File: config.mk
export PLATFORM = sky130hd
export DESIGN_NAME = multi_servo_timed_move_interpolator_core
export DESIGN_NICKNAME = d
export VERILOG_FILES = /design/src/rtl/core/msti_pkg.sv /design/src/rtl/core/multi_servo_timed_move_interpolator_core.sv
export VERILOG_INCLUDE_DIRS = /design/src /design/src/rtl/core
export SDC_FILE = /design/constraint.sdc
export NUM_CORES = 2
export LEC_CHECK = 0
export BUFFER_PORTS_ARGS = -buffer_cell sky130_fd_sc_hd__buf_4
export CORE_MARGIN = 3
export CORE_UTILIZATION = 30
export DETAILED_ROUTE_END_ITERATION = 7
export GPL_TIMING_DRIVEN = 0
export SYNTH_ARGS = -nofsm -noshare
export SYNTH_HDL_FRONTEND = slang
export SYNTH_SLANG_ARGS = --single-unit
File: constraint.sdc
create_clock -name i_clk -period 19.3 [get_ports i_clk]
set_clock_uncertainty 0.15 [all_clocks]
set_input_delay 1.93 -clock i_clk [delete_from_list [all_inputs] [get_ports i_clk]]
set_output_delay 1.93 -clock i_clk [all_outputs]
set_load 0.02 [all_outputs]
File: src/rtl/core/assert_macros.svh
// ---------------------------------------------------------------------------
// Assertion macros shared by the RTL
// ---------------------------------------------------------------------------
`ifndef ASSERT_MACROS_SVH
`define ASSERT_MACROS_SVH

// Same-cycle implication, disabled while reset is low
`define ASSERT_IMP(lbl, clk, rst_n, ante, cons, msg) \
    lbl: assert property (@(posedge clk) disable iff (!(rst_n)) (ante) |-> (cons)) \
        else $error(msg);

// Next-cycle implication, disabled while reset is low
`define ASSERT_NXT(lbl, clk, rst_n, ante, cons, msg) \
    lbl: assert property (@(posedge clk) disable iff (!(rst_n)) (ante) |=> (cons)) \
        else $error(msg);

`endif

File: src/rtl/core/msti_pkg.sv
// ---------------------------------------------------------------------------
// msti_pkg
// Types and constants of the multi-servo timed move interpolator.
// ---------------------------------------------------------------------------
package msti_pkg;

    // Field widths
    localparam int unsigned POS_W  = 16;
    localparam int unsigned TIME_W = 16;
    localparam int unsigned NUM_W  = 6;
    localparam int unsigned MODE_W = 2;

    // Parameter defaults
    localparam int unsigned     NUM_SERVOS_DEF = 22;
    localparam logic [POS_W-1:0] CENTER_POS_DEF = 16'd1500;

    // Configuration register resets
    localparam logic [POS_W-1:0] MIN_POS_RST = 16'd500;
    localparam logic [POS_W-1:0] MAX_POS_RST = 16'd2500;

    // APB port
    localparam int unsigned APB_ADDR_W = 3;
    localparam int unsigned APB_DATA_W = 32;

    // Register index, taken from address bit 2
    localparam logic REG_MIN_POS = 1'b0;
    localparam logic REG_MAX_POS = 1'b1;

    // Divider iteration count minus one
    localparam logic [3:0] DIV_LAST_CNT = 4'd15;

    typedef enum logic [MODE_W-1:0] {
        MODE_MOVE    = 2'd0,
        MODE_TICK    = 2'd1,
        MODE_SET_ONE = 2'd2,
        MODE_SET_ALL = 2'd3
    } t_mode;

    typedef enum logic [3:0] {
        S_IDLE,
        S_MV_RD,
        S_MV_WR,
        S_TK_RD,
        S_TK_CHK,
        S_DIV1,
        S_DIV2,
        S_TK_WB,
        S_EMIT
    } t_state;

endpackage

File: src/rtl/core/multi_servo_timed_move_interpolator_core.sv
// ---------------------------------------------------------------------------
// multi_servo_timed_move_interpolator_core
// Per-servo position, goal and remaining time kept in one state memory;
// ticks walk every servo and step it toward its goal by a timed fraction.
// ---------------------------------------------------------------------------
//  channel   direction  handshake                 payload
//  input     in         i_in_valid / o_in_stall   mode, servo_number, position,
//                                                 move_time_ms, elapsed_ms
//  output    out        o_out_valid / i_out_stall servo_index, to_all,
//                                                 out_position, last
//  config    in         APB psel/penable/pwrite   min_position, max_position
//
//  Move: read the entry, then write it back. Raw set: emit step, then output
//  wait. Tick: per servo read and check, two 16-step shift-subtract divisions
//  in one shared divider only when it interpolates, not when it snaps or holds;
//  then write-back and emit; one state memory read and write per servo.
//  Reset is synchronous; it clears the entry valid bits, so no clearing pass.
//  A stalled output holds the sequencer in its emit step; one new request
//  is taken only when the sequencer is idle.
// ---------------------------------------------------------------------------
`include "assert_macros.svh"

module multi_servo_timed_move_interpolator_core
    import msti_pkg::*;
#(
    parameter int unsigned      NUM_SERVOS      = NUM_SERVOS_DEF,
    parameter logic [POS_W-1:0] CENTER_POSITION = CENTER_POS_DEF
) (
    input  logic                  i_clk,
    input  logic                  i_rst_n,
    // APB configuration port
    input  logic                  psel,
    input  logic                  penable,
    input  logic                  pwrite,
    input  logic [APB_ADDR_W-1:0] paddr,
    input  logic [APB_DATA_W-1:0] pwdata,
    output logic [APB_DATA_W-1:0] prdata,
    output logic                  pready,
    // Input channel
    input  logic                  i_in_valid,
    output logic                  o_in_stall,
    input  logic [MODE_W-1:0]     i_mode,
    input  logic [NUM_W-1:0]      i_servo_number,
    input  logic [POS_W-1:0]      i_position,
    input  logic [TIME_W-1:0]     i_move_time_ms,
    input  logic [TIME_W-1:0]     i_elapsed_ms,
    // Output channel
    output logic                  o_out_valid,
    input  logic                  i_out_stall,
    output logic [NUM_W-1:0]      o_servo_index,
    output logic                  o_to_all,
    output logic [POS_W-1:0]      o_out_position,
    output logic                  o_last
);

    localparam int unsigned IDX_W = (NUM_SERVOS > 1) ? $clog2(NUM_SERVOS) : 1;
    localparam int unsigned ENT_W = 2 * POS_W + TIME_W;
    localparam logic [IDX_W-1:0] LAST_IDX = IDX_W'(NUM_SERVOS - 1);
    localparam logic [NUM_W:0]   NUM_MAX  = (NUM_W + 1)'(NUM_SERVOS);

    // State memory: {current, goal, time left}
    logic [ENT_W-1:0]      mem [NUM_SERVOS];
    logic [NUM_SERVOS-1:0] r_vld;
    logic [ENT_W-1:0]      r_rdata;
    logic                  r_rvld;

    t_state r_state, n_state;

    // Latched request
    t_mode             r_mode, n_mode;
    logic [IDX_W-1:0]  r_num_idx, n_num_idx;
    logic [POS_W-1:0]  r_pos, n_pos;
    logic [TIME_W-1:0] r_mt, n_mt;
    logic [TIME_W-1:0] r_el, n_el;
    logic [IDX_W-1:0]  r_idx, n_idx;

    // Working entry and divider
    logic [POS_W-1:0]  r_cur, n_cur;
    logic [POS_W-1:0]  r_goal, n_goal;
    logic [TIME_W-1:0] r_tl, n_tl;
    logic [15:0]       r_rem, n_rem;
    logic [15:0]       r_quo, n_quo;
    logic [15:0]       r_q1, n_q1;
    logic [3:0]        r_cnt, n_cnt;
    logic              r_neg, n_neg;

    // Staged result
    logic [NUM_W-1:0]  r_res_idx, n_res_idx;
    logic              r_res_all, n_res_all;
    logic [POS_W-1:0]  r_res_pos, n_res_pos;
    logic              r_res_last, n_res_last;

    // Output register
    logic              r_ov;
    logic [NUM_W-1:0]  r_o_idx;
    logic              r_o_all;
    logic [POS_W-1:0]  r_o_pos;
    logic              r_o_last;

    // Configuration
    logic [POS_W-1:0]  r_min, r_max;

    logic              in_acc;
    logic              tgt_ok;
    logic [IDX_W-1:0]  in_idx;
    logic              slot_free;
    logic              out_load;
    logic [POS_W-1:0]  ent_cur, ent_goal;
    logic [TIME_W-1:0] ent_tl;
    logic [15:0]       div_d;
    logic [16:0]       trial;
    logic [16:0]       trial_sub;
    logic              trial_ge;
    logic [15:0]       step_rem, step_quo;
    logic [15:0]       abs_diff;
    logic              mem_we;
    logic [IDX_W-1:0]  mem_wa, mem_ra;
    logic [ENT_W-1:0]  mem_wd;
    logic              cfg_wr;

    // Request decode
    assign in_acc    = i_in_valid && (r_state == S_IDLE);
    assign tgt_ok    = (i_servo_number != '0) && ({1'b0, i_servo_number} <= NUM_MAX)
                       && (i_position >= r_min) && (i_position <= r_max);
    assign in_idx    = IDX_W'(i_servo_number - NUM_W'(1));
    assign slot_free = !r_ov || !i_out_stall;
    assign out_load  = (r_state == S_EMIT) && slot_free;

    // Entry as read, with never-written entries at their reset value
    assign ent_cur  = r_rvld ? r_rdata[ENT_W-1 -: POS_W]          : CENTER_POSITION;
    assign ent_goal = r_rvld ? r_rdata[TIME_W +: POS_W]           : CENTER_POSITION;
    assign ent_tl   = r_rvld ? r_rdata[TIME_W-1:0]                : '0;

    // One restoring divider step, shared by both divisions
    assign div_d     = (r_state == S_DIV1) ? r_el : r_q1;
    assign trial     = {r_rem, r_quo[15]};
    assign trial_sub = trial - {1'b0, div_d};
    assign trial_ge  = trial >= {1'b0, div_d};
    assign step_rem  = trial_ge ? trial_sub[15:0] : trial[15:0];
    assign step_quo  = {r_quo[14:0], trial_ge};
    assign abs_diff  = (r_goal < r_cur) ? (r_cur - r_goal) : (r_goal - r_cur);

    // Next state
    always_comb begin
        n_state = r_state;
        case (r_state)
            S_IDLE: begin
                if (in_acc) begin
                    case (t_mode'(i_mode))
                        MODE_MOVE:    n_state = tgt_ok ? S_MV_RD : S_IDLE;
                        MODE_TICK:    n_state = S_TK_RD;
                        MODE_SET_ONE: n_state = tgt_ok ? S_EMIT : S_IDLE;
                        MODE_SET_ALL: n_state = S_EMIT;
                        default:      n_state = S_IDLE;
                    endcase
                end
            end
            S_MV_RD:  n_state = S_MV_WR;
            S_MV_WR:  n_state = S_IDLE;
            S_TK_RD:  n_state = S_TK_CHK;
            S_TK_CHK: begin
                if ((ent_tl == '0) || (r_el == '0) || (ent_tl <= r_el)) begin
                    n_state = S_TK_WB;
                end else begin
                    n_state = S_DIV1;
                end
            end
            S_DIV1:   n_state = (r_cnt == '0) ? S_DIV2 : S_DIV1;
            S_DIV2:   n_state = (r_cnt == '0) ? S_TK_WB : S_DIV2;
            S_TK_WB:  n_state = S_EMIT;
            S_EMIT: begin
                if (slot_free) begin
                    n_state = r_res_last ? S_IDLE : S_TK_RD;
                end
            end
            default:  n_state = S_IDLE;
        endcase
    end

    // Datapath updates per state
    always_comb begin
        n_mode     = r_mode;
        n_num_idx  = r_num_idx;
        n_pos      = r_pos;
        n_mt       = r_mt;
        n_el       = r_el;
        n_idx      = r_idx;
        n_cur      = r_cur;
        n_goal     = r_goal;
        n_tl       = r_tl;
        n_rem      = r_rem;
        n_quo      = r_quo;
        n_q1       = r_q1;
        n_cnt      = r_cnt;
        n_neg      = r_neg;
        n_res_idx  = r_res_idx;
        n_res_all  = r_res_all;
        n_res_pos  = r_res_pos;
        n_res_last = r_res_last;
        case (r_state)
            S_IDLE: begin
                if (in_acc) begin
                    n_mode    = t_mode'(i_mode);
                    n_num_idx = in_idx;
                    n_pos     = i_position;
                    n_mt      = i_move_time_ms;
                    n_el      = i_elapsed_ms;
                    n_idx     = '0;
                    n_res_idx = (t_mode'(i_mode) == MODE_SET_ONE)
                              ? (i_servo_number - NUM_W'(1)) : '0;
                    n_res_all  = (t_mode'(i_mode) == MODE_SET_ALL);
                    n_res_pos  = i_position;
                    n_res_last = 1'b1;
                end
            end
            S_TK_CHK: begin
                n_cur  = ent_cur;
                n_goal = ent_goal;
                n_tl   = ent_tl;
                if (ent_tl == '0) begin
                    n_cur = ent_goal;
                end else if (r_el == '0) begin
                    n_cur = ent_cur;
                end else if (ent_tl <= r_el) begin
                    n_cur = ent_goal;
                    n_tl  = '0;
                end else begin
                    n_rem = '0;
                    n_quo = ent_tl;
                    n_cnt = DIV_LAST_CNT;
                end
            end
            S_DIV1: begin
                n_rem = step_rem;
                n_quo = step_quo;
                n_cnt = r_cnt - 4'd1;
                if (r_cnt == '0) begin
                    // time_left / elapsed done; set up |diff| / quotient
                    n_q1  = step_quo;
                    n_rem = '0;
                    n_quo = abs_diff;
                    n_neg = r_goal < r_cur;
                    n_cnt = DIV_LAST_CNT;
                end
            end
            S_DIV2: begin
                n_rem = step_rem;
                n_quo = step_quo;
                n_cnt = r_cnt - 4'd1;
                if (r_cnt == '0) begin
                    n_cur = r_neg ? (r_cur - step_quo) : (r_cur + step_quo);
                    n_tl  = r_tl - r_el;
                end
            end
            S_TK_WB: begin
                n_res_idx  = NUM_W'(r_idx);
                n_res_all  = 1'b0;
                n_res_pos  = r_cur;
                n_res_last = (r_idx == LAST_IDX);
            end
            S_EMIT: begin
                if (slot_free && !r_res_last) begin
                    n_idx = r_idx + IDX_W'(1);
                end
            end
            default: begin
                n_cnt = r_cnt;
            end
        endcase
    end

    // Memory port selection
    assign mem_ra = (r_state == S_MV_RD) ? r_num_idx : r_idx;
    assign mem_we = (r_state == S_MV_WR) || (r_state == S_TK_WB);
    assign mem_wa = (r_state == S_MV_WR) ? r_num_idx : r_idx;
    assign mem_wd = (r_state == S_MV_WR) ? {ent_cur, r_pos, r_mt} : {r_cur, r_goal, r_tl};

    // State memory: one write, one registered read
    always_ff @(posedge i_clk) begin
        if (mem_we) begin
            mem[mem_wa] <= mem_wd;
        end
        r_rdata <= mem[mem_ra];
    end

    // Entry valid bits
    always_ff @(posedge i_clk) begin
        if (!i_rst_n) begin
            r_vld  <= '0;
            r_rvld <= 1'b0;
        end else begin
            if (mem_we) begin
                r_vld[mem_wa] <= 1'b1;
            end
            r_rvld <= r_vld[mem_ra];
        end
    end

    // Control registers
    always_ff @(posedge i_clk) begin
        if (!i_rst_n) begin
            r_state <= S_IDLE;
            r_ov    <= 1'b0;
        end else begin
            r_state <= n_state;
            if (out_load) begin
                r_ov <= 1'b1;
            end else if (!i_out_stall) begin
                r_ov <= 1'b0;
            end
        end
    end

    // Payload registers
    always_ff @(posedge i_clk) begin
        r_mode     <= n_mode;
        r_num_idx  <= n_num_idx;
        r_pos      <= n_pos;
        r_mt       <= n_mt;
        r_el       <= n_el;
        r_idx      <= n_idx;
        r_cur      <= n_cur;
        r_goal     <= n_goal;
        r_tl       <= n_tl;
        r_rem      <= n_rem;
        r_quo      <= n_quo;
        r_q1       <= n_q1;
        r_cnt      <= n_cnt;
        r_neg      <= n_neg;
        r_res_idx  <= n_res_idx;
        r_res_all  <= n_res_all;
        r_res_pos  <= n_res_pos;
        r_res_last <= n_res_last;
        if (out_load) begin
            r_o_idx  <= r_res_idx;
            r_o_all  <= r_res_all;
            r_o_pos  <= r_res_pos;
            r_o_last <= r_res_last;
        end
    end

    // Configuration registers
    assign cfg_wr = psel && penable && pwrite;

    always_ff @(posedge i_clk) begin
        if (!i_rst_n) begin
            r_min <= MIN_POS_RST;
            r_max <= MAX_POS_RST;
        end else if (cfg_wr) begin
            if (paddr[2] == REG_MAX_POS) begin
                r_max <= pwdata[POS_W-1:0];
            end else begin
                r_min <= pwdata[POS_W-1:0];
            end
        end
    end

    assign prdata = (paddr[2] == REG_MIN_POS) ? APB_DATA_W'(r_min) : APB_DATA_W'(r_max);
    assign pready = 1'b1;

    // Ports
    assign o_in_stall     = (r_state != S_IDLE);
    assign o_out_valid    = r_ov;
    assign o_servo_index  = r_o_idx;
    assign o_to_all       = r_o_all;
    assign o_out_position = r_o_pos;
    assign o_last         = r_o_last;

    // Checks
    `ASSERT_IMP(a_div2_nonzero, i_clk, i_rst_n, r_state == S_DIV2, r_q1 != '0, "zero divisor in step division")
    `ASSERT_IMP(a_div1_case, i_clk, i_rst_n, r_state == S_DIV1, (r_el != '0) && (r_tl > r_el), "division entered on a snap or hold case")
    `ASSERT_NXT(a_load_from_emit, i_clk, i_rst_n, !r_ov && (r_state != S_EMIT), !r_ov, "output loaded outside emit step")
    `ASSERT_IMP(a_tick_mode, i_clk, i_rst_n, r_state == S_TK_CHK, r_mode == MODE_TICK, "servo walk outside a tick request")

endmodule

==> flow_metrics.tcl <==
set metrics [dict create \
    yosysMostFrequentCell "edfxtp_1" \
    final_nets 4382 \
    dieArea_um2 198000 \
    multiInputGateArea_um2 16600 \
    holdWs_ns 0.264 \
    die_y_um 445 \
    synth_seq_area_share_pct 69.4 \
    cp_num_buf_inv 5 \
    dp_cells 6512 \
    path_delay_family "compound AO/OA/AOI/OAI gates" \
    tns_ns 0 \
    violations "capacitance limit" \
    port_buffers 120 \
    p_clk_share_pct 41.2 \
    clock-sinks 1371 \
    worstPathArrival_ns 8.66 \
    grt_max_degree 37 \
    worstSkewPairLatency_ns 0.78 \
    start_util_pct 30.3 \
    synth_top_area_share_pct 65.7 \
    largestRegisters "mem (1056), r_rdata (48), r_vld (22)" \
    worstHoldPathType "reg2reg" \
    power_frac_comb_pct 9.1 \
    crit_path_end_kind "register" \
    yosysTopAreaCell "edfxtp_1" \
    p_leak_nw 23.0 \
    intPower_mw 5.11 \
    grt_antenna_before_repair 12 \
    cp_slowest_stage_delay_ns 0.71 \
    track_usage_pct 16.2 \
    synth_edf_count 1263 \
    setup_viol 0 \
    die_x_um 445 \
    run_status "finished with violations" \
    synth_seq_cells 1371 \
    yosys-top-cells-count "edfxtp_1 (1,263), nand2_1 (517), mux4_2 (244)" \
    grt_pass1_vias 34512 \
    slew_headroom_pct 0.371 \
    coreArea_um2 191000 \
    area_growth_pct 18.1 \
    drtIter0Drc 3581 \
    cts-root-buf "clkbuf_16" \
    clkSlewWorstSetupHoldPaths_ns 0.07 \
    dp_slack_ns 11.08 \
    fmax_mhz 120 \
    vias_per_cell 5.09 \
    largest_reg_flops 1056 \
    routed_wirelength_um 162000 \
    cp_max_fo 10 \
    wire_per_inst_um 23.9 \
    clk_path_buf_depth 3 \
    synthTopCellsByArea "edfxtp_1 (66%), mux4_2 (9.5%), dfxtp_1 (3.7%)" \
    p_sw_mw 1.57 \
    async_flop_share_pct 0 \
    yosysWarnings 0 \
    cts_hold_buffers 0 \
    slew_violations 0 \
    grt_pass1_wl_um 237000 \
    cts_tree "built" \
    gp_congestion 0.904 \
    layout-drive-gt1-share_pct 18.6 \
    ir_drop_uv 62.5 \
    post_cts.repair.setup_buffers 0 \
    cts_buffers 144 \
    synth_ff_type "edfxtp_1" \
    instances_no_fill 6772 \
    num_rows 160 \
    drtPass1Iterations 8 \
    worst_pin_slew_ns 1.49 \
    vias 34477 \
    htree_num_levels 4 \
    drc 0 \
    synth.distinct_cells 77 \
    switching_share_pct 23.5 \
    synthCells 3792 \
    period_share_pct 43.1 \
    grt-ovfl-total 0 \
    rsz0062_at_grt "no" \
    dp_hpwl_um 116000 \
    drv_cap 1 \
    setup_ws_ns 10.99 \
    finalHoldViolCount 0 \
    worstPathRequired_ns 19.65 \
    regArea_um2 40100 \
    fill_cells 17902 \
    regMostFlops "mem" \
    critPathLaunchType "register" \
    syn_area_um2 57800 \
    powerDensity_nw_per_um2 97.9 \
    drtAntennaViolNets 0 \
    cts_resized 0 \
    utilization_pct 35.8 \
    finalCriticalPeriod_ns 8.31 \
    critPathKind "reg2reg" \
    syn_area_per_cell_um2 15.2 \
    seq_power_share_pct 49.7 \
    ioPinCount 157 \
    worst_path_max_delay_cell "o311ai_0" \
]
## final cells by class
| cell class | count | area share, % |
|---|---|---|
| Inverter | 133 | 0.732 |
| Antenna cell | 5 | 0.0183 |
| Timing Repair Buffer | 194 | 3.40 |
| Clock inverter | 75 | 1.20 |
| Tap cell | 2511 | 4.61 |
| Sequential cell | 1371 | 58.8 |
| Buffer | 210 | 1.41 |
| Clock buffer | 180 | 5.59 |
| Multi-Input combinational cell | 2093 | 24.3 |
## power groups by stage
stage / Combinational [mW] / Sequential (mW) / Clock [mW]
floorplan: 0.363 / 3.37 / 0
global placement: 0.581 / 3.39 / 0
detailed placement: 0.603 / 3.38 / 0
CTS: 0.606 / 3.32 / 2.81
global route: 0.651 / 3.32 / 2.93
finish: 0.605 / 3.32 / 2.75
## worst register-to-register path, delay by kind of cell (launching register included)
family          cells  cell delay [ns]
xor+xnor            1             0.20
compound gates     10             3.05
fa+ha+maj           3             0.87
flops               1             0.40
mux                 1             0.32
simple gates        8             1.44
buf+inv             5             1.60
## metrics by stage
step / cell area, um^2 / total power, mW
floorplan: 57800 / 3.73
global placement: 61900 / 3.97
detailed placement: 63600 / 3.99
CTS: 68200 / 6.73
global route: 68200 / 6.90
finish: 68200 / 6.68
## placed cells by master, fill, tap and decap left out, types with 18 or more instances in the layout
cell type	netlist	routed
clkbuf_1	110	141
o21ai_2	0	19
o21a_1	38	38
buf_12	0	38
nor2_4	0	22
clkbuf_16	0	146
nor3_1	37	36
clkinv_2	0	18
a21oi_1	195	188
o21ai_0	141	114
mux2i_1	31	29
buf_1	20	20
nor2_1	130	107
a21boi_0	25	25
nand2_1	517	517
mux4_2	244	244
o21ai_1	36	44
inv_1	130	129
a22oi_1	18	18
edfxtp_1	1263	1263
clkinv_1	1	27
xnor2_1	49	49
nand3_1	174	174
buf_4	17	144
xor2_1	23	23
nand2b_1	28	28
ha_1	132	132
o22ai_1	21	21
a21o_1	31	31
dfxtp_1	108	108
buf_2	58	58
## worst paths after layout
kind	cells after the start	slack, ns	startpoint	to
worst max-delay path	28	10.99	r_state[3]	r_cur[15]
worst min-delay path	0	0.26	r_res_idx[3]	o_servo_index[3]
worst max register to register	28	10.99	r_state[3]	r_cur[15]
worst min register to register	0	0.26	r_res_idx[3]	o_servo_index[3]
## kinds of logic (layout without fill, tap and decap cells)
logic type,count (synthesis),in the layout,share of synthesized area [%]
mux,281,281,10.2
buf+inv,343,792,2.53
compound gates,599,599,6.23
fa+ha+maj,137,137,3.03
xor+xnor,72,72,1.09
simple gates,987,987,7.54
flops,1371,1371,69.4
other cells,2,22,0.0130
## routing by layer
metal | part of all wire (%) | vias to the layer above | wire length [um] | track usage, %
met5 | 0.0080 | - | 13 | 0
met4 | 4.1 | 2 | 6690 | 6.49
met3 | 7.7 | 303 | 12400 | 2.99
met2 | 48 | 1502 | 76900 | 26.4
met1 | 41 | 17502 | 65800 | 21.3
li1 | - | 15168 | - | -
(Power assumes the default switching activity.)
